`config.mk`:
```
export PLATFORM = sky130hd
export DESIGN_NAME = fdsa_cell
export DESIGN_NICKNAME = d
export VERILOG_FILES = /design/src/rtl/core/forth_data_stack_alu_core_defines.svh /design/src/rtl/core/fdsa_pkg.sv /design/src/rtl/core/fdsa_cell.sv
export SDC_FILE = /design/constraint.sdc
export NUM_CORES = 1
export LEC_CHECK = 0
export ABC_AREA = 1
export BUFFER_PORTS_ARGS = -buffer_cell sky130_fd_sc_hd__buf_4
export CAP_MARGIN = 25
export CORE_MARGIN = 2
export CORE_UTILIZATION = 35
export DETAILED_ROUTE_END_ITERATION = 8
export PLACE_DENSITY_LB_ADDON = 0.2
export SKIP_CTS_REPAIR_TIMING = 1
export SYNTH_ARGS = -nofsm -noshare
export SYNTH_HDL_FRONTEND = slang
export SYNTH_SLANG_ARGS = --single-unit
```
`constraint.sdc`:
```
create_clock -name i_clk -period 3.6 [get_ports i_clk]
set_input_delay 0.54 -clock i_clk [delete_from_list [all_inputs] [get_ports i_clk]]
set_output_delay 0.54 -clock i_clk [all_outputs]
set_load 0.01 [all_outputs]
```
`src/rtl/core/forth_data_stack_alu_core_defines.svh`:
```
// ----------------------------------------------------------------------------
// Assertion macros for the data stack core
// Shared concurrent check wrappers.
// ----------------------------------------------------------------------------
`ifndef FORTH_DATA_STACK_ALU_CORE_DEFINES_SVH
`define FORTH_DATA_STACK_ALU_CORE_DEFINES_SVH
// implication checked every clock, quiet in reset
`define FDS_ASSERT_IMP(lbl, clk, rst_n, ante, cons) \
    lbl: assert property (@(posedge clk) disable iff (!rst_n) (ante) |-> (cons)) \
        else $error("check failed");
// next-cycle implication
`define FDS_ASSERT_NXT(lbl, clk, rst_n, ante, cons) \
    lbl: assert property (@(posedge clk) disable iff (!rst_n) (ante) |=> (cons)) \
        else $error("check failed");
`endif

```
`src/rtl/core/fdsa_pkg.sv`:
```
// ----------------------------------------------------------------------------
// fdsa_pkg
// Types, opcodes and constants for the data stack core.
// ----------------------------------------------------------------------------
package fdsa_pkg;
    localparam int STACK_DEPTH = 64;
    localparam int WORD_WIDTH  = 32;
    localparam int DW          = $clog2(STACK_DEPTH + 1);
    localparam int AW          = $clog2(STACK_DEPTH);
    localparam int DIV_CW      = $clog2(WORD_WIDTH + 1);

    typedef logic [WORD_WIDTH-1:0] t_word;
    typedef logic [DW-1:0]         t_depth;

    typedef enum logic [4:0] {
        OP_PUSH = 5'd0, OP_POP = 5'd1, OP_PEEK = 5'd2, OP_DUP = 5'd3,
        OP_SWAP = 5'd4, OP_OVER = 5'd5, OP_ROT = 5'd6, OP_2DUP = 5'd7,
        OP_2SWAP = 5'd8, OP_2OVER = 5'd9, OP_ADD = 5'd10, OP_SUB = 5'd11,
        OP_MUL = 5'd12, OP_DIV = 5'd13, OP_MOD = 5'd14, OP_DIVMOD = 5'd15,
        OP_AND = 5'd16, OP_OR = 5'd17, OP_LESS = 5'd18, OP_GREATER = 5'd19,
        OP_EQUAL = 5'd20, OP_INVERT = 5'd21
    } t_op;

    typedef enum logic [1:0] {
        ST_OK = 2'd0, ST_UNDER = 2'd1, ST_OVER = 2'd2, ST_DIVZ = 2'd3
    } t_status;

    typedef enum logic [1:0] {
        S_IDLE, S_DIV, S_DONE
    } t_state;

    // cell control: shift whole row by k (push side) or keep, plus top writes
    typedef struct packed {
        logic          load;   // take new top six from the write bus
        logic [2:0]    pop_n;  // entries removed
        logic [2:0]    push_n; // entries added after removal
        t_word [5:0]   wr;     // values r[0..5], r[0] deepest
    } t_cell_ctl;

    function automatic logic [2:0] op_need(input logic [4:0] m);
        case (m) inside
            OP_PUSH: return 3'd0;
            OP_POP, OP_PEEK, OP_DUP, OP_INVERT: return 3'd1;
            OP_ROT: return 3'd3;
            OP_2SWAP, OP_2OVER: return 3'd4;
            default: return 3'd2;
        endcase
    endfunction

    function automatic logic [2:0] op_make(input logic [4:0] m);
        case (m) inside
            OP_POP: return 3'd0;
            OP_PEEK, OP_PUSH: return 3'd1;
            OP_DUP, OP_SWAP, OP_DIVMOD: return 3'd2;
            OP_OVER, OP_ROT: return 3'd3;
            OP_2DUP, OP_2SWAP: return 3'd4;
            OP_2OVER: return 3'd6;
            default: return 3'd1;
        endcase
    endfunction
endpackage

```
`src/rtl/core/fdsa_cell.sv`:
```
// ----------------------------------------------------------------------------
// fdsa_cell
// One stack slot; index 0 is the top. Takes a neighbour's word when the
// row shifts, or a freshly computed word when it lands in the top six.
// ----------------------------------------------------------------------------
module fdsa_cell (
    input  logic              i_clk,
    input  logic              i_en,
    input  logic [2:0]        i_sel,   // 0 hold, 1 from bus, 2 from shift
    input  fdsa_pkg::t_word   i_bus,
    input  fdsa_pkg::t_word   i_shift,
    output fdsa_pkg::t_word   o_word
);
    import fdsa_pkg::*;
    t_word r_word;
    always_ff @(posedge i_clk) begin
        if (i_en) begin
            case (i_sel)
                3'd1:    r_word <= i_bus;
                3'd2:    r_word <= i_shift;
                default: r_word <= r_word;
            endcase
        end
    end
    assign o_word = r_word;
endmodule

```
==> results.toml, run 1 <==
[finish]
num_antenna_cells = 0
final_area_um2 = 2376
regArea_um2 = 960.9
largest_register_ffs = 32
syn2layout_area_growth_pct = 54.77
final_cells = 299
multi_input_area_um2 = 485.5
drive_gt1_share_pct = 45.34
nFillCells = 416
final_nets = 315

[timing]
relSlewSlack_pct = 64.75
slew_violations = 0
worstMarginPinSlew_ns = 0.5275
period_minus_slack_ns = 2.000
rsz0062_at_grt = "no"
min_period_over_period_pct = 55.56
clock.fmax_ghz = 0.5000
setup_violations = 0
hold_viol_final = 0
finalSetupTns_ns = 0
worst_slack_ns = 1.600

[setup_path]
critPathKind = "input pin to flip-flop"
cp-end-kind = "flip-flop"
startpoint_type = "input pin"
cp.arrival_ns = 1.96
cp_max_fo = 34
setup.worst_path.start = "i_sel[0]"
worstPathRequired_ns = 3.56

[die]
floorplan.rows = 24
die_w_um = 70.23
io_pins = 101
dieHeight_um = 70.23
initial_core_util_pct = 35.75
dieArea_um2 = 4932
coreArea_um2 = 4294

[power]
finalPower_mw = 0.8513
switching_power_mw = 0.1987
comb_power_share_pct = 18.1
p_leak_nw = 1.119
p_clk_share_pct = 30.3
p_sw_share_pct = 23.34
powerDensity_nw_per_um2 = 358.3
peakVddDrop_v = 0.0001507
p_int_mw = 0.6526
p_seq_share_pct = 51.7

[drt]
drt_iter0_drc = 102
drc_errors = 0
ant_nets = 0
viasPerCell = 4.836
drt_pass1_iterations = 4
wirelength_um = 4081
wire_per_inst_um = 13.65
route.vias.total = 1446

[clocking]
cts_buffer_depth = 2
cts_sinks = 32
path_clk_slew_ns = 0.07
cts_tree = "built"
cts-htree-levels = 2
cts-root-buf = "clkbuf_8"
cts_made_buffers = 5

[synth]
yosysMostFrequentCell = "nand2_1"
synth_top_area_share_pct = 62.59
synth_nets = 218
synth_commonest_cells = "67 x nand2_1, 32 x edfxtp_1, 32 x nand4_1"
synth-seq-area-share_pct = 62.59
synth.largest_area_cell = "edfxtp_1"
synth_top_cells_by_area = "edfxtp_1 63%, nand2_1 16%, nand4_1 13%"
synthCells = 149
synth_warnings = 0
ys_seq_elements = 32
synth_ff_type = "edfxtp_1"
synth_area_um2 = 1535
ys_types = 10
synth-edff-count = 32
syn_area_per_cell_um2 = 10.30
synthArstFlopShare_pct = 0

[global_routing]
grt_pass1_vias = 1371
grt_use_total_pct = 16.29
grt_pass1_wl_um = 6258
grt-ovfl-total = 0
grt_max_degree = 36
antenna_found_initial = 0

[min_path]
min_from = "i_bus[0]"
hold_class = "input pin to flip-flop"

[status]
status = "finished clean"

[placed_design]
preCtsSetupSlack_ns = 1.283
placed_cells = 291
port_buffers = 100
place_area_um2 = 2296
gp_congestion = 0.7181
dp_hpwl_um = 2955

[flow_run]
maxCapViolCount = 0
-- placed cells by master (no fill, tap or decap) --
cell,Yosys,final
inv_2,2,2
clkbuf_1,0,2
nand3_4,1,1
nand2_1,67,67
a21oi_4,0,1
buf_4,2,103
inv_1,1,1
edfxtp_1,32,32
clkbuf_8,0,5
clkinv_1,0,1
nand4_1,32,32
-- per-layer routing --
layer  track usage, %  part of all wire, %  vias up
li1                 -                    -      723
met1            18.95                   40      652
met2            27.25                   50       65
met3            6.205                  9.3        6
met4            5.983                  1.1        0
met5                0                    0        -
-- worst paths after layout --
kind	to	slack [ns]	cells after the start
hold / removal	o_word[0]$_DFFE_PP_	0.52	3
setup / recovery	o_word[15]$_DFFE_PP_	1.60	6
-- logic make-up (layout without fill, tap and decap cells) --
family / count (synthesis) / in the layout / share of synthesized area [%]
flip-flops: 32 / 32 / 62.59
buffers and inverters: 16 / 114 / 6.520
AO/OA/AOI/OAI: 1 / 1 / 0.3257
AND/OR/NAND/NOR: 100 / 100 / 30.56
-- critical path, cell delays in order --
cell	delay, ns
buf_4	0.11
inv_2	0.03
buf_4	0.30
nand2_1	0.15
a21oi_4	0.47
buf_4	0.35
-- per-stage QoR --
step	hold slack (ns)	util [%]
after floorplan	0.7186	-
after global placement	0.8081	53.47
after detailed placement	0.8095	53.47
after CTS	0.5177	55.33
after global routing	0.5186	55.33
final	0.5219	55.33
-- cell type report --
cell class	count	area share [%]
Multi-Input combinational cell	101	20.43
Clock buffer	7	3.212
Clock inverter	1	0.1580
Inverter	3	0.4739
Timing Repair Buffer	103	32.54
Tap cell	52	2.738
Sequential cell	32	40.44
-- power groups by stage --
stage	clock (mW)	sequential [mW]	combinational, mW
after floorplan	0	0.459	0.0517
after global placement	0	0.448	0.153
after detailed placement	0	0.448	0.156
after CTS	0.263	0.440	0.156
after global routing	0.277	0.442	0.168
final	0.258	0.440	0.154
No activity file was read; power rests on OpenSTA's default activity.
==> run 2: changes to the inputs <==
- ABC_AREA: 1 -> 0
- clock period: 3.6 -> 1.6 ns (I/O delays scaled with it)
==> run 2 against run 1 <==
Net effect:
- final area decreased by 2.7%
- non-clock buffer count is the same
- utilization grew 6.4 points
- wire length down 30%
- first-iteration DRC count decreased by 80%
- critical path depth shrank 2
- sequential cell count did not move
- largest cell class unchanged
- highest routed layer unchanged
==> results.toml, run 2 <==
[die]
io_pins = 101
floorplan.rows = 22
dieArea_um2 = 4492
initial_core_util_pct = 37.13
dieHeight_um = 67.02
die_w_um = 67.02
coreArea_um2 = 3744

[drt]
ant_nets = 0
drt_iter0_drc = 20
route.vias.total = 1029
drc_errors = 0
wirelength_um = 2875
wire_per_inst_um = 12.72
viasPerCell = 4.553
drt_pass1_iterations = 3

[min_path]
min_from = "i_bus[5]"
hold_class = "input pin to flip-flop"

[synth]
ys_seq_elements = 32
synth-seq-area-share_pct = 69.13
synth.largest_area_cell = "edfxtp_1"
synth_top_area_share_pct = 69.13
synth_top_cells_by_area = "edfxtp_1 69%, mux2_2 24%, buf_6 2.4%"
synthCells = 70
synth-edff-count = 32
synth_warnings = 0
synth_area_um2 = 1390
synth_commonest_cells = "32 x edfxtp_1, 30 x mux2_2, 3 x buf_6"
synthArstFlopShare_pct = 0
ys_types = 7
synth_ff_type = "edfxtp_1"
yosysMostFrequentCell = "edfxtp_1"
syn_area_per_cell_um2 = 19.86
synth_nets = 139

[finish]
final_nets = 246
layout_commonest_cell = "buf_4"
syn2layout_area_growth_pct = 66.34
num_antenna_cells = 0
drive_gt1_share_pct = 79.21
finish.utilization_pct = 61.76
largest_register_ffs = 32
multi_input_area_um2 = 425.4
regArea_um2 = 960.9
final_cell_mix = "102 x buf_4, 32 x edfxtp_1, 30 x mux2_2, 5 x clkbuf_8"
nFillCells = 310

[setup_path]
critPathKind = "input pin to flip-flop"
cp.arrival_ns = 1.20
cp_max_fo = 32
setup.worst_path.start = "i_sel[0]"
worstPathRequired_ns = 1.62
cp-end-kind = "flip-flop"
startpoint_type = "input pin"

[timing]
period_minus_slack_ns = 1.179
slew_violations = 0
rsz0062_at_grt = "no"
finalSetupTns_ns = 0
setup_violations = 0
min_period_over_period_pct = 73.69
clock.fmax_ghz = 0.8482
hold_viol_final = 0
relSlewSlack_pct = 85.62
worst_slack_ns = 0.4210
worstMarginPinSlew_ns = 0.2157

[power]
p_leak_nw = 0.9713
finalPower_mw = 1.902
powerDensity_nw_per_um2 = 822.8
peakVddDrop_v = 0.0004904

[global_routing]
grt_use_total_pct = 13.70
grt_pass1_vias = 1054
antenna_found_initial = 0
grt-ovfl-total = 0
grt_max_degree = 33
grt_pass1_wl_um = 4409

[clocking]
cts_sinks = 32
path_clk_slew_ns = 0.06
cts_made_buffers = 5
cts-root-buf = "clkbuf_8"
cts_buffer_depth = 2
cts_tree = "built"
cts-htree-levels = 2

[status]
status = "finished clean"

[placed_design]
port_buffers = 100
gp_congestion = 0.6431
preCtsSetupSlack_ns = 0.1242
dp_hpwl_um = 2217

[flow_run]
maxCapViolCount = 0
==> run 2: changes by cell type in the layout (fill, tap and decap cells not counted), sizes merged <==
cell	delta
nor3b	+2
xnor2	+1
a21oi	-1
inv	-3
mux2	+32
nand3	-1
nand2	-67
nand4	-32
==> run 2: cell type report <==
class                           count  area share (%)
Sequential cell                    32           41.56
Clock inverter                      1          0.1623
Clock buffer                        7           3.301
Multi-Input combinational cell     35           18.40
Tap cell                           48           2.597
Timing Repair Buffer              103           33.98
==> run 2: path summary, 6_finish.rpt <==
check	slack (ns)	endpoint	depth (start not counted)
max	0.42	o_word[20]$_DFFE_PP_	4
min	0.25	o_word[5]$_DFFE_PP_	2
==> run 2: cell families after synthesis <==
family	synth area share, %
mux	25.92
buf+inv	2.430
flops	69.13
simple gates	1.891
xor+xnor	0.6302
==> run 2: routing by layer <==
layer  wire length, um  GRT usage [%]
met1               999          12.31
met2              1397          24.63
met3               427          7.095
met4                51          6.888
met5                 0              0
==> run 2: power breakdown <==
part	internal [mW]	leakage (nW)	switching [mW]
Combinational	0.227	0.637	0.112
Sequential	0.988	0.294	0.0142
Clock	0.302	0.0399	0.260
Total	1.52	0.971	0.386
==> run 2: worst max-delay path: stages <==
cell and delay [ns]:
buf_4 0.14, nor3b_4 0.22, buf_12 0.23, mux2_2 0.36
==> run 2: metrics by stage <==
step           cell area (um2)  hold WS [ns]  std cells
6_report                  2312        0.2498        226
4_1_cts                   2312        0.2396        226
5_1_grt                   2312        0.2495        226
3_3_place_gp              2232        0.5211        218
2_1_floorplan             1420        0.4409         70
3_5_place_dp              2232        0.5319        218
==> run 3: changes to the inputs <==
- clock period: 1.6 -> 1.2 ns (I/O delays scaled with it)
==> run 3 against run 2 <==
Net effect:
- sequential cell count did not move
- critical path type unchanged
- count of clock-buffer cells in the layout shrank 1
- sequential power up 33%
- largest cell class unchanged
- utilization rose by 4.9 points
- worst setup slack worse by 0.38 ns
- critical endpoint is now o_word[31]$_DFFE_PP_
- combinational power up 54%
- global-route usage grew 0.088 points
- sequential share of layout area is 3.0 points lower
- via count decreased by 2.1%
==> results.toml, run 3 (same netlist as run 2, synthesis figures left out) <==
[status]
status = "finished clean"

[timing]
slew_violations = 0
period_minus_slack_ns = 1.163
hold_viol_final = 0
relSlewSlack_pct = 79.75
worstMarginPinSlew_ns = 0.3035
rsz0062_at_grt = "no"
setup_violations = 0
min_period_over_period_pct = 96.92
worst_slack_ns = 0.03697
clock.fmax_ghz = 0.8598

[drt]
drc_errors = 0
wire_per_inst_um = 13.33
drt_pass1_iterations = 3
route.vias.total = 1007
wirelength_um = 3066
ant_nets = 0
drt_iter0_drc = 25
viasPerCell = 4.378

[finish]
drive_gt1_share_pct = 81.87
num_antenna_cells = 0
final_nets = 250
final_cell_mix = "105 x buf_4, 32 x edfxtp_1, 30 x mux2_4, 5 x clkbuf_8"
largest_register_ffs = 32
finish.utilization_pct = 66.64
layout_commonest_cell = "buf_4"
syn2layout_area_growth_pct = 79.48

[min_path]
hold_class = "input pin to flip-flop"

[global_routing]
grt_pass1_wl_um = 4409
grt-ovfl-total = 0
grt_use_total_pct = 13.78
grt_pass1_vias = 960
antenna_found_initial = 0
grt_max_degree = 17

[power]
powerDensity_nw_per_um2 = 1138
p_leak_nw = 1.114
peakVddDrop_v = 0.0007156

[setup_path]
cp.arrival_ns = 1.19
startpoint_type = "input pin"
cp_max_fo = 16
critPathKind = "input pin to flip-flop"
cp-end-kind = "flip-flop"
critPathSlowestCell = "mux2_2"
worstPathRequired_ns = 1.22
timing.critical_path.cells = "buf_4 -> nor3b_4 -> buf_12 -> mux2_2"
critPathMaxStageDelay_ns = 0.35

[placed_design]
port_buffers = 100
preCtsSetupSlack_ns = -0.2586
gp_congestion = 0.6283

[die]
io_pins = 101
dieArea_um2 = 4492
die_w_um = 67.02
coreArea_um2 = 3744
dieHeight_um = 67.02
floorplan.rows = 22
initial_core_util_pct = 37.13

[clocking]
cts-htree-levels = 2
cts_tree = "built"
cts_sinks = 32
cts_made_buffers = 5
cts-root-buf = "clkbuf_8"
path_clk_slew_ns = 0.07
cts_buffer_depth = 2

[flow_run]
maxCapViolCount = 0
==> run 3: cell types whose count changed in the layout (fill, tap and decap cells not counted), sizes merged <==
cell	previous run	this run
bufinv	0	1
clkbuf	7	6
buf	103	107
==> run 3: area by class of cell <==
| type | count | area (um2) |
|---|---|---|
| fill | 301 | 1249 |
| multi-input combinational | 35 | 538.0 |
| clock buffer | 6 | 72.57 |
| sequential | 32 | 960.9 |
| clock inverter | 2 | 35.03 |
| tap | 48 | 60.06 |
| timing repair buffer | 107 | 828.3 |
==> run 3: through the flow <==
stage	TNS (ns)	power [mW]	cell area [um2]	hold WS, ns	std cells
3_5_place_dp	-12.02	1.887	2387	0.4832	222
5_1_grt	0	2.941	2495	0.1861	230
6_report	0	2.840	2495	0.2016	230
2_1_floorplan	-14.05	1.574	1533	0.3975	70
3_3_place_gp	-10.68	1.874	2387	0.4810	222
4_1_cts	0	2.867	2495	0.1930	230
==> run 3: path summary, 6_finish.rpt <==
path,from,end,slack (ns),cells past startpoint
setup / recovery,i_sel[0],o_word[31]$_DFFE_PP_,0.04,4
hold / removal,i_bus[26],o_word[26]$_DFFE_PP_,0.20,2
==> run 3: power breakdown <==
group	switching [mW]	internal, mW	leakage, nW
clock	0.368	0.616	0.0552
sequential	0.0178	1.32	0.294
combinational	0.166	0.357	0.765
total	0.552	2.29	1.11
==> run 3: per-layer routing <==
metal	vias up	track usage, %	wire length [um]
met3	2	6.081	328
met2	58	23.89	1621
met5	-	0	0
li1	495	-	-
met4	0	4.592	12
met1	452	14.86	1103
==> run 3: worst max-delay path: cells and delay by family <==
family / cells / cell delay [ns]
buffers and inverters: 2 / 0.36
multiplexers: 1 / 0.35
AND/OR/NAND/NOR: 1 / 0.30
