## src/rtl/core/forth_data_stack_alu_core_defines.svh

```systemverilog
// ----------------------------------------------------------------------------
// Assertion macros for the data stack core
// Shared concurrent check wrappers.
// ----------------------------------------------------------------------------
`ifndef FORTH_DATA_STACK_ALU_CORE_DEFINES_SVH
`define FORTH_DATA_STACK_ALU_CORE_DEFINES_SVH
// implication checked every clock, quiet in reset
`define FDS_ASSERT_IMP(lbl, clk, rst_n, ante, cons) \
    lbl: assert property (@(posedge clk) disable iff (!rst_n) (ante) |-> (cons)) \
        else $error("check failed");
// next-cycle implication
`define FDS_ASSERT_NXT(lbl, clk, rst_n, ante, cons) \
    lbl: assert property (@(posedge clk) disable iff (!rst_n) (ante) |=> (cons)) \
        else $error("check failed");
`endif

```

## src/rtl/core/fdsa_pkg.sv

```systemverilog
// ----------------------------------------------------------------------------
// fdsa_pkg
// Types, opcodes and constants for the data stack core.
// ----------------------------------------------------------------------------
package fdsa_pkg;
    localparam int STACK_DEPTH = 64;
    localparam int WORD_WIDTH  = 32;
    localparam int DW          = $clog2(STACK_DEPTH + 1);
    localparam int AW          = $clog2(STACK_DEPTH);
    localparam int DIV_CW      = $clog2(WORD_WIDTH + 1);

    typedef logic [WORD_WIDTH-1:0] t_word;
    typedef logic [DW-1:0]         t_depth;

    typedef enum logic [4:0] {
        OP_PUSH = 5'd0, OP_POP = 5'd1, OP_PEEK = 5'd2, OP_DUP = 5'd3,
        OP_SWAP = 5'd4, OP_OVER = 5'd5, OP_ROT = 5'd6, OP_2DUP = 5'd7,
        OP_2SWAP = 5'd8, OP_2OVER = 5'd9, OP_ADD = 5'd10, OP_SUB = 5'd11,
        OP_MUL = 5'd12, OP_DIV = 5'd13, OP_MOD = 5'd14, OP_DIVMOD = 5'd15,
        OP_AND = 5'd16, OP_OR = 5'd17, OP_LESS = 5'd18, OP_GREATER = 5'd19,
        OP_EQUAL = 5'd20, OP_INVERT = 5'd21
    } t_op;

    typedef enum logic [1:0] {
        ST_OK = 2'd0, ST_UNDER = 2'd1, ST_OVER = 2'd2, ST_DIVZ = 2'd3
    } t_status;

    typedef enum logic [1:0] {
        S_IDLE, S_DIV, S_DONE
    } t_state;

    // cell control: shift whole row by k (push side) or keep, plus top writes
    typedef struct packed {
        logic          load;   // take new top six from the write bus
        logic [2:0]    pop_n;  // entries removed
        logic [2:0]    push_n; // entries added after removal
        t_word [5:0]   wr;     // values r[0..5], r[0] deepest
    } t_cell_ctl;

    function automatic logic [2:0] op_need(input logic [4:0] m);
        case (m) inside
            OP_PUSH: return 3'd0;
            OP_POP, OP_PEEK, OP_DUP, OP_INVERT: return 3'd1;
            OP_ROT: return 3'd3;
            OP_2SWAP, OP_2OVER: return 3'd4;
            default: return 3'd2;
        endcase
    endfunction

    function automatic logic [2:0] op_make(input logic [4:0] m);
        case (m) inside
            OP_POP: return 3'd0;
            OP_PEEK, OP_PUSH: return 3'd1;
            OP_DUP, OP_SWAP, OP_DIVMOD: return 3'd2;
            OP_OVER, OP_ROT: return 3'd3;
            OP_2DUP, OP_2SWAP: return 3'd4;
            OP_2OVER: return 3'd6;
            default: return 3'd1;
        endcase
    endfunction
endpackage

```

## src/rtl/core/fdsa_divider.sv

```systemverilog
// ----------------------------------------------------------------------------
// fdsa_divider
// Signed restoring divider, one quotient bit per cycle, truncating.
// ----------------------------------------------------------------------------
module fdsa_divider (
    input  logic            i_clk,
    input  logic            i_rst_n,
    input  logic            i_start,
    input  fdsa_pkg::t_word i_a,
    input  fdsa_pkg::t_word i_b,
    output logic            o_done,
    output fdsa_pkg::t_word o_quot,
    output fdsa_pkg::t_word o_rem
);
    import fdsa_pkg::*;
    logic [DIV_CW-1:0] r_cnt;
    logic              r_busy, r_qneg, r_rneg;
    t_word             r_q, r_d;
    logic [WORD_WIDTH:0] r_r;
    logic [WORD_WIDTH:0] w_trial;

    assign w_trial = {r_r[WORD_WIDTH-1:0], r_q[WORD_WIDTH-1]} - {1'b0, r_d};

    always_ff @(posedge i_clk) begin
        if (!i_rst_n) begin
            r_busy <= 1'b0;
            r_cnt  <= '0;
            o_done <= 1'b0;
        end else begin
            o_done <= 1'b0;
            if (i_start) begin
                r_busy <= 1'b1;
                r_cnt  <= DIV_CW'(WORD_WIDTH);
                r_q    <= i_a[WORD_WIDTH-1] ? t_word'(-i_a) : i_a;
                r_d    <= i_b[WORD_WIDTH-1] ? t_word'(-i_b) : i_b;
                r_r    <= '0;
                r_qneg <= i_a[WORD_WIDTH-1] ^ i_b[WORD_WIDTH-1];
                r_rneg <= i_a[WORD_WIDTH-1];
            end else if (r_busy) begin
                if (!w_trial[WORD_WIDTH]) begin
                    r_r <= w_trial;
                    r_q <= {r_q[WORD_WIDTH-2:0], 1'b1};
                end else begin
                    r_r <= {r_r[WORD_WIDTH-1:0], r_q[WORD_WIDTH-1]};
                    r_q <= {r_q[WORD_WIDTH-2:0], 1'b0};
                end
                r_cnt <= r_cnt - DIV_CW'(1);
                if (r_cnt == DIV_CW'(1)) begin
                    r_busy <= 1'b0;
                    o_done <= 1'b1;
                end
            end
        end
    end
    assign o_quot = r_qneg ? t_word'(-r_q) : r_q;
    assign o_rem  = r_rneg ? t_word'(-r_r[WORD_WIDTH-1:0]) : r_r[WORD_WIDTH-1:0];
endmodule

```

## config.mk

```make
export PLATFORM = sky130hd
export DESIGN_NAME = fdsa_divider
export DESIGN_NICKNAME = d
export VERILOG_FILES = /design/src/rtl/core/forth_data_stack_alu_core_defines.svh /design/src/rtl/core/fdsa_pkg.sv /design/src/rtl/core/fdsa_divider.sv
export SDC_FILE = /design/constraint.sdc
export NUM_CORES = 1
export LEC_CHECK = 0
export ABC_AREA = 0
export BUFFER_PORTS_ARGS = -buffer_cell sky130_fd_sc_hd__buf_2
export CAP_MARGIN = 5
export CELL_PAD_IN_SITES_DETAIL_PLACEMENT = 0
export CELL_PAD_IN_SITES_GLOBAL_PLACEMENT = 1
export CORE_MARGIN = 4
export CORE_UTILIZATION = 40
export CTS_CLUSTER_SIZE = 10
export DETAILED_ROUTE_END_ITERATION = 10
export PLACE_DENSITY = 0.76
export SLEW_MARGIN = 20
export SYNTH_ARGS = -nofsm -noshare
export SYNTH_HDL_FRONTEND = slang
export SYNTH_SLANG_ARGS = --single-unit
```

## constraint.sdc

```tcl
create_clock -name i_clk -period 3.8 [get_ports i_clk]
set_input_delay 0.19 -clock i_clk [delete_from_list [all_inputs] [get_ports i_clk]]
set_output_delay 0.19 -clock i_clk [all_outputs]
set_load 0.005 [all_outputs]
```

==> metrics, run 1 <==
Hold Vio Cnt, Final=0; Die X=roughly 150 um; Area after DPL=0.00939 mm^2; CTS hold repair buffers=0; RR Startpoint=r_q[31]; vias=between 7000 and 8000; FP Rows=52; total chip power=3.92 mW; Async S/R FF share, synth=0%; Sum Neg Setup Slack=-1660 ps; period utilisation layout=106%; Final Max Slew Viols=0; largest net degree at the start of global routing=80; LEAKAGE=3.95 nW; CP Capture Type=primary output; initial drt markers=about 430; CTS buffer count=9; Initial Utilization=41.0%; Final Cell Area=0.00992 mm^2; setup violators final=10; Reg-to-Reg End=r_r[1]; fraction of layout cells with a size suffix above 1=approximately a fifth; CP max stage cell=or4_4; critical path class=reg2out; GPL Wtd Cong=0.817; initial antenna violation count=1; synthesized cell area=between 0.008 and 0.009 mm^2; grt ovf=0; Core Area=between 0.02 and 0.025 mm^2; clock period minus worst slack=4010 ps; critical path data required time=3610 ps; TritonRoute pass-1 iters=4; input/output buffers=roughly 130; CP cell instances=or4_4 -> nor2_4 -> nand2_1 -> or4_4 -> or4_4 -> or4_4 -> or4_4 -> o41ai_4 -> xnor2_1 -> buf_2; worst hold path class=in2reg; Post-synth EDFFs=98; r2r setup slk=about 170 ps; post-synthesis average cell area=9.15 um^2; DRC=0; Post-synth top flop=edfxtp_1; PwrDens=395 mW/mm^2; CP Max Fanout=5; remaining antenna violation count after routing=0; die area=0.0233 mm^2; Max clock buf depth=2; DR WL/cell=16.4 um; failing checks=setup timing; crit path DAT=3820 ps; max incr delay on CP=560 ps; CTS tree=done; pin slew with the least headroom to its limit=1140 ps; WL final=21.8 mm; clk_lat worst skew=360 ps; Worst path most repeated cell=or4_4; Nets=1157; CP Launch Type=register; relative max-transition margin=23.8%; vias in the first global route=6599; total track usage=18.1%; sequential cell area fraction in the yosys report=a little under two fifths; H-tree lvl count=3; vias per inst=5.32; commonest non-fill, non-tap cell in the layout=buf_2; clk_skew=14.3 ps; flops & latches, synth=106; Root Driver=clkbuf_16; clk sinks=106; Worst Reg-to-Reg Cells=13; Die Height=153 um; RSZ-0062 raised after global routing=true; first-pass GRT wire length=34.7 mm; status=finished, violations left; io pins=132; worst hold path depth=1; max frequency=between 0.2 and 0.25 GHz; area grow syn2layout=18.4%; hold path startpoint=i_b[0]; Final WS setup=-212 ps; Ys Warns=0; Clk pin slew, worst setup/hold paths=80 ps; MaxCap Viol Count=0; Synth cell types=a little under 60; syn nets=1022; HPWL Detailed=roughly 17 mm; Worst Hold End=r_d[0]; peak supply drop=0.000239 V; Post-Synthesis Cells=916; most frequent cells in the layout=131 x buf_2, 98 x xnor2_1, 98 x edfxtp_1
-- worst max path at each step --
| stage | start | depth (start not counted) | slack [ps] | end |
|---|---|---|---|---|
| 6_report | r_q[5] | 10 | -210 | o_quot[28] |
| 3_5_place_dp | r_q[5] | 10 | 50 | o_quot[27] |
| 2_1_floorplan | r_q[31] | 14 | 210 | r_r[25] |
| 3_3_place_gp | r_q[5] | 10 | 90 | o_quot[28] |
| 4_1_cts | r_q[5] | 10 | -230 | o_quot[27] |
| 5_1_grt | r_q[5] | 10 | -380 | o_quot[30] |
-- per-stage QoR --
stage,instances,setup WS (ps),utilization (%),hold WS [ps]
floorplan,916,206,-,289
CTS,1318,-231,48.0,40.4
detailed placement,1297,49.0,46.0,418
finish,1327,-212,48.6,40.4
global placement,1297,85.7,46.0,415
global route,1327,-378,48.6,46.3
-- layer usage --
| metal | wire length [um] | track usage [%] | up-vias |
|---|---|---|---|
| li1 | - | - | 3622 |
| met1 | 10600 | 25.9 | 3301 |
| met2 | 10100 | 29.0 | 119 |
| met3 | 743 | 2.53 | 15 |
| met4 | 258 | 4.29 | 0 |
| met5 | 0 | 0 | - |
-- critical path: cells and delay by family, from the launching register on --
kind,cells,cell delay [ps]
DFF,1,390
and+or+nand+nor,7,2540
xor gates and xnor gates,1,140
buffers and inverters,1,130
AOI/OAI and AO/OA,1,240
-- synth_stat cells, drive strengths merged (3+ instances only) --
cell	instances	area (um^2)
a211oi	9	67.6
a21boi	5	37.5
a21o	14	105
a21oi	59	295
a31o	3	26.3
a31oi	3	18.8
and2	5	31.3
and3	6	37.5
buf	3	18.8
clkbuf	32	120
dfxtp	8	160
edfxtp	98	2940
ha	38	475
inv	53	199
mux2i	22	220
nand2	72	270
nand2b	16	100
nand3	13	65.1
nand4	6	37.5
nor2	85	322
nor2b	3	18.8
nor3	12	60.1
nor4	7	43.8
o211ai	6	45.0
o21a	3	22.5
o21ai	58	290
o21bai	6	45.0
o31ai	37	278
o41ai	19	181
or2	4	25.0
or3	12	75.1
or4	24	199
xnor2	99	867
xor2	50	438
-- cell type report --
type,count,area [um^2]
clock buffers,9,225
fillers,1963,10500
inverters,53,199
well taps,270,338
diodes,1,2.50
multi-input cells,722,5070
clock inverters,7,77.6
repair buffers,159,911
flip-flops and latches,106,3100
-- cell families after synthesis --
family	Yosys count	share of synthesized area (%)
AOI/OAI and AO/OA	238	18.5
xor gates and xnor gates	149	15.6
adders and majority gates	39	5.91
buffers and inverters	88	4.03
DFF	106	37.0
muxes	24	2.90
and+or+nand+nor	272	16.0
-- state kept, by name, indices dropped and copies added (netlist names) --
| name | count |
|---|---|
| r_d | 32 |
| r_q | 32 |
| r_r | 32 |
| r_cnt | 6 |
| o_done | 1 |
| r_busy | 1 |
| r_qneg | 1 |
| r_rneg | 1 |
-- what timing repair did --
action,4_1_cts,5_1_grt
gates cloned,0,0
setup endpoints to repair,14,18
pin swaps,3,1
gates resized for setup,14,11
setup buffers,5,7
-- power breakdown --
group          total (mW)  internal, mW  switching (mW)
sequential           1.55          1.42           0.130
combinational        1.39         0.642           0.743
clock               0.980         0.518           0.462
total                3.92          2.58            1.33
(Power assumes the default switching activity.)
==> run 2, diff against run 1 <==
--- a/config.mk
+++ b/config.mk
@@ -10,11 +10,12 @@
 export CAP_MARGIN = 5
 export CELL_PAD_IN_SITES_DETAIL_PLACEMENT = 0
 export CELL_PAD_IN_SITES_GLOBAL_PLACEMENT = 1
+export CORE_ASPECT_RATIO = 0.8
 export CORE_MARGIN = 4
-export CORE_UTILIZATION = 40
+export CORE_UTILIZATION = 25
 export CTS_CLUSTER_SIZE = 10
 export DETAILED_ROUTE_END_ITERATION = 10
-export PLACE_DENSITY = 0.76
+export PLACE_DENSITY = 0.51
 export SLEW_MARGIN = 20
 export SYNTH_ARGS = -nofsm -noshare
 export SYNTH_HDL_FRONTEND = slang
==> run 2 against run 1 <==
The flow still finishes with violations (setup timing). Worst setup slack better by 11 ps. Combinational power rose by 4%. Critical path depth unchanged. Register-to-register slack improved by 80 ps. Clock skew is 1.7 ps lower. Critical endpoint is now o_quot[25]. Largest cell class unchanged. Largest power group unchanged. Highest routed layer unchanged.
==> metrics, run 2 (synthesis gave the netlist of run 1 again) <==
first-pass GRT wire length=38.0 mm (+9.5%); input/output buffers=131 (unchanged); CTS tree=done; Nets=1165 (+0.69%); Clk pin slew, worst setup/hold paths=80 ps (about the same); clk_skew=12.6 ps (-1.72 ps); MaxCap Viol Count=0 (unchanged); HPWL Detailed=19.4 mm (+16%); die area=0.0365 mm^2 (+57%); crit path DAT=3810 ps (about the same); CP cell instances=or4_4 -> nor2_4 -> nand2_2 -> or4_4 -> or4_4 -> or4_4 -> or4_4 -> o41ai_4 -> xnor2_1 -> buf_2; Core Area=0.0328 mm^2 (+60%); Die Height=172 um (+12%); Initial Utilization=25.6% (-15 points); clock period minus worst slack=4000 ps (-11.1 ps); total chip power=3.94 mW (+0.62%); top cell family by delay on the critical path=simple AND/OR/NAND/NOR gates; vias in the first global route=6642 (+0.65%); hold slack=34.0 ps (-6.37 ps); CP Launch Type=register; Regs by FF count=r_d (32), r_q (32), r_r (32); critical path class=reg2out; largest net degree at the start of global routing=62 (-23%); Worst path most repeated cell=or4_4; initial antenna violation count=0 (-1); register area=0.00310 mm^2 (unchanged); io pins=132 (unchanged); Buf+Inv Stages, Crit Path=1 (unchanged); vias=7075 (+0.26%); total track usage=13.2% (-4.9 points); CTS buffer count=9 (unchanged); ANT cells=0 (-1); RSZ-0062 raised after global routing=true; area grow syn2layout=21.9%; vias per inst=4.75 (-11%); dpl cells=1462 (+13%); CP Capture Type=primary output; Root Driver=clkbuf_16; grt ovf=0 (unchanged); DRC=0 (unchanged); Max clock buf depth=2 (unchanged); critical path data required time=3610 ps (about the same); # fillers=3496 (+78%); pin slew with the least headroom to its limit=862 ps (-282 ps); relative max-transition margin=41.8% (+18 points); clk_lat worst skew=360 ps (about the same); peak supply drop=0.000215 V (-9.9%); Die X=213 um (+39%); status=finished, violations left; WL final=24.7 mm (+13%); Multi-input gate area=0.00511 mm^2 (+0.89%); dpl ws=36.9 ps (-12.1 ps); initial drt markers=466 (+9.6%); remaining antenna violation count after routing=0 (unchanged); Finished Layout Cells=1491 (+12%); H-tree lvl count=3 (unchanged); GPL Wtd Cong=0.791 (-3.2%); max frequency=0.250 GHz (+0.28%); fraction of layout cells with a size suffix above 1=21.1% (+1.1 points); CP max stage cell=or4_4; Hold Vio Cnt, Final=0 (unchanged); clk sinks=106 (unchanged); setup violators final=10 (unchanged); worst hold path class=in2reg; failing checks=setup timing; TritonRoute pass-1 iters=4 (unchanged); CP Max Fanout=5 (unchanged); max incr delay on CP=560 ps (about the same); Final Max Slew Viols=0 (unchanged); Final WS setup=-201 ps (+11.1 ps); period utilisation layout=105% (-0.29 points); LEAKAGE=4.01 nW (+1.4%); commonest non-fill, non-tap cell in the layout=buf_2; FP Rows=59 (+13%); most frequent cells in the layout=131 x buf_2, 98 x xnor2_1, 98 x edfxtp_1; PwrDens=386 mW/mm^2 (-2.2%); DR WL/cell=16.5 um (+0.78%)
## run 2: repair_timing
| action | in CTS | in global routing |
|---|---|---|
| pin swaps | 7 | 8 |
| setup endpoints to repair | 17 | 18 |
| resized for setup | 15 | 20 |
| setup buffers | 5 | 6 |
| hold buffers | 0 | 0 |
## run 2: final cells by class
cell class | instances | share of cell area (%)
Multi-Input combinational cell | 722 | 50.1
Sequential cell | 106 | 30.4
Timing Repair Buffer | 167 | 9.58
Tap cell | 427 | 5.23
Clock buffer | 10 | 2.24
Clock inverter | 6 | 0.563
Inverter | 53 | 1.95
## run 2: power by group
group	leakage [nW]	internal [mW]	switching, mW	total [mW]
clock network	0.141	0.463	0.484	0.947
registers	0.997	1.42	0.132	1.55
logic	2.87	0.649	0.792	1.44
## run 2: metrics by stage
step	utilization, %	TNS (ps)	instance area (um^2)
after floorplan	-	0	8380
after global placement	29.4	0	9640
after detailed placement	29.4	0	9640
after CTS	30.6	-2280	10000
after global routing	31.2	-2750	10200
final	31.2	-1300	10200
## run 2: worst register-to-register path, delay by kind of cell, from the launching register on
kind	cells	cell delay (ps)
AO/OA/AOI/OAI	5	1010
flip-flops	1	370
buffers and inverters	3	530
adder cells (fa/ha/maj)	2	650
multiplexers	1	380
AND/OR/NAND/NOR	2	260
XOR/XNOR	1	240
## run 2: final timing paths
check | start | to | slack [ps] | cells past startpoint
worst min register to register | r_cnt[1] | r_cnt[1] | 500 | 2
worst min-delay path | i_b[0] | r_d[0] | 30 | 1
worst max register to register | r_q[31] | r_r[1] | 250 | 14
worst max-delay path | r_q[2] | o_quot[25] | -200 | 10
## run 2: metal layers
layer	GRT usage (%)	share of wire, %	up-vias
li1	-	-	3641
met1	20.7	54	3277
met2	18.9	40	146
met5	0	0	-
met3	2.50	4.7	11
met4	2.02	0.68	0
==> run 3, diff against run 2 <==
--- a/config.mk
+++ b/config.mk
@@ -15,6 +15,7 @@
 export CORE_UTILIZATION = 25
 export CTS_CLUSTER_SIZE = 10
 export DETAILED_ROUTE_END_ITERATION = 10
+export HOLD_SLACK_MARGIN = 0.08
 export PLACE_DENSITY = 0.51
 export SLEW_MARGIN = 20
 export SYNTH_ARGS = -nofsm -noshare
==> run 3 against run 2 <==
The flow still finishes with violations (setup timing). Clock skew is essentially flat. Sequential cell count is the same. Combinational power about the same. Power barely moved. Critical path depth unchanged. Sequential power hardly changed. Highest routed layer unchanged.
==> metrics, run 3 (synthesis gave the netlist of run 1 again) <==
vias=7095 (+0.28%); Clk pin slew, worst setup/hold paths=80 ps (about the same); RSZ-0062 raised after global routing=true; area grow syn2layout=22.0% (about the same); Nets=1166 (+0.086%); GPL Wtd Cong=0.791 (unchanged); vias per inst=4.76 (+0.22%); Core Area=0.0328 mm^2 (unchanged); DRC=0 (unchanged); initial drt markers=487 (+4.5%); period utilisation layout=105% (about the same); dpl ws=36.9 ps (unchanged); die area=0.0365 mm^2 (unchanged); clk_skew=12.5 ps (-0.0918 ps); dpl cells=1462 (unchanged); CP Capture Type=primary output; initial antenna violation count=0 (unchanged); Final WS setup=-202 ps (-0.982 ps); setup violators final=10 (unchanged); CP Launch Type=register; most frequent cells in the layout=131 x buf_2, 98 x xnor2_1, 98 x edfxtp_1; worst hold path class=in2reg; pin slew with the least headroom to its limit=861 ps (-0.305 ps); Buf+Inv Stages, Crit Path=1 (unchanged); Die X=213 um (unchanged); top cell family by delay on the critical path=simple AND/OR/NAND/NOR gates; Max clock buf depth=2 (unchanged); remaining antenna violation count after routing=0 (unchanged); vias in the first global route=6648 (+0.090%); max frequency=0.250 GHz (about the same); final core occ=31.2% (about the same); CTS tree=done; H-tree lvl count=3 (unchanged); Sum Neg Setup Slack=-1310 ps (-8.08 ps); io pins=132 (unchanged); DR WL/cell=16.6 um (about the same); TritonRoute pass-1 iters=4 (unchanged); ANT cells=0 (unchanged); CTS buffer count=9 (unchanged); total chip power=3.94 mW (about the same); status=finished, violations left; input/output buffers=131 (unchanged); PwrDens=386 mW/mm^2 (about the same); critical path class=reg2out; FP Rows=59 (unchanged); CP cell instances=or4_4 -> nor2_4 -> nand2_2 -> or4_4 -> or4_4 -> or4_4 -> or4_4 -> o41ai_4 -> xnor2_1 -> buf_2; grt ovf=0 (unchanged); total track usage=13.2% (about the same); Multi-input gate area=0.00511 mm^2 (unchanged); clk sinks=106 (unchanged); Initial Utilization=25.6% (unchanged); LEAKAGE=4.01 nW (+0.10%); peak supply drop=0.000216 V (+0.44%); MaxCap Viol Count=0 (unchanged); crit path DAT=3810 ps (about the same); max incr delay on CP=560 ps (about the same); HPWL Detailed=19.4 mm (unchanged); Finished Layout Cells=1492 (+0.067%); failing checks=setup timing; Die Height=172 um (unchanged); CP Max Fanout=5 (unchanged); first-pass GRT wire length=38.1 mm (about the same); clk_lat worst skew=360 ps (about the same); commonest non-fill, non-tap cell in the layout=buf_2; Regs by FF count=r_d (32), r_q (32), r_r (32); register area=0.00310 mm^2 (unchanged); relative max-transition margin=41.8% (about the same); CP max stage cell=or4_4; Worst path most repeated cell=or4_4; Final Max Slew Viols=0 (unchanged); Hold Vio Cnt, Final=0 (unchanged); Root Driver=clkbuf_16; WL final=24.7 mm (+0.15%); # fillers=3498 (+0.057%); clock period minus worst slack=4000 ps (+0.982 ps); largest net degree at the start of global routing=62 (unchanged); critical path data required time=3610 ps (about the same); fraction of layout cells with a size suffix above 1=21.1% (about the same)
run 3: changes by cell type in the layout (fill, tap and decap cells not counted), sizes merged:
cell         delta
dlygate4sd3     +1
run 3: stage by stage:
step	hold slack (ps)	cell area (um^2)
6_report	126	10200
5_1_grt	111	10200
3_5_place_dp	413	9640
3_3_place_gp	399	9640
4_1_cts	107	10000
2_1_floorplan	289	8380
run 3: cell type report:
cell class / instances / area share [%]
clock inverter: 6 / 0.563
sequential: 106 / 30.3
multi-input combinational: 722 / 50.0
inverter: 53 / 1.95
timing repair buffer: 168 / 9.67
tap: 427 / 5.23
clock buffer: 10 / 2.24
run 3: worst paths after layout:
| path | start | endpoint | slack [ps] | cells after the start |
|---|---|---|---|---|
| worst max-delay path | r_q[2] | o_quot[25] | -200 | 10 |
| worst min-delay path | i_rst_n | r_cnt[5] | 130 | 2 |
| worst max register to register | r_q[31] | r_r[1] | 260 | 14 |
| worst min register to register | r_cnt[1] | r_cnt[1] | 500 | 2 |
run 3: metal layers:
metal  part of all wire, %  track usage [%]  vias up
met1                    54             20.7     3296
met4                  0.60             2.02        0
met3                   4.6             2.50        8
met2                    40             18.9      151
li1                      -                -     3640
met5                     0                0        -
run 3: timing repair:
action,in CTS,in global routing
hold buffers,1,0
cloned,0,0
setup endpoints to repair,17,18
resized for setup,15,20
buffers inserted,5,6
pin swaps,7,8
endpoints found under the hold margin,1,0
run 3: report_power, final:
part / internal (mW) / total, mW / switching, mW
sequential: 1.42 / 1.55 / 0.132
clock: 0.463 / 0.947 / 0.484
combinational: 0.650 / 1.44 / 0.793
run 3: worst reg2reg max path, delay by kind of cell, from the launching register on:
| family | cells | cell delay, ps |
|---|---|---|
| muxes | 1 | 380 |
| adders and majority gates | 2 | 650 |
| buffers and inverters | 3 | 530 |
| xor gates and xnor gates | 1 | 240 |
| and+or+nand+nor | 2 | 260 |
| AOI/OAI and AO/OA | 5 | 1000 |
| DFF | 1 | 370 |
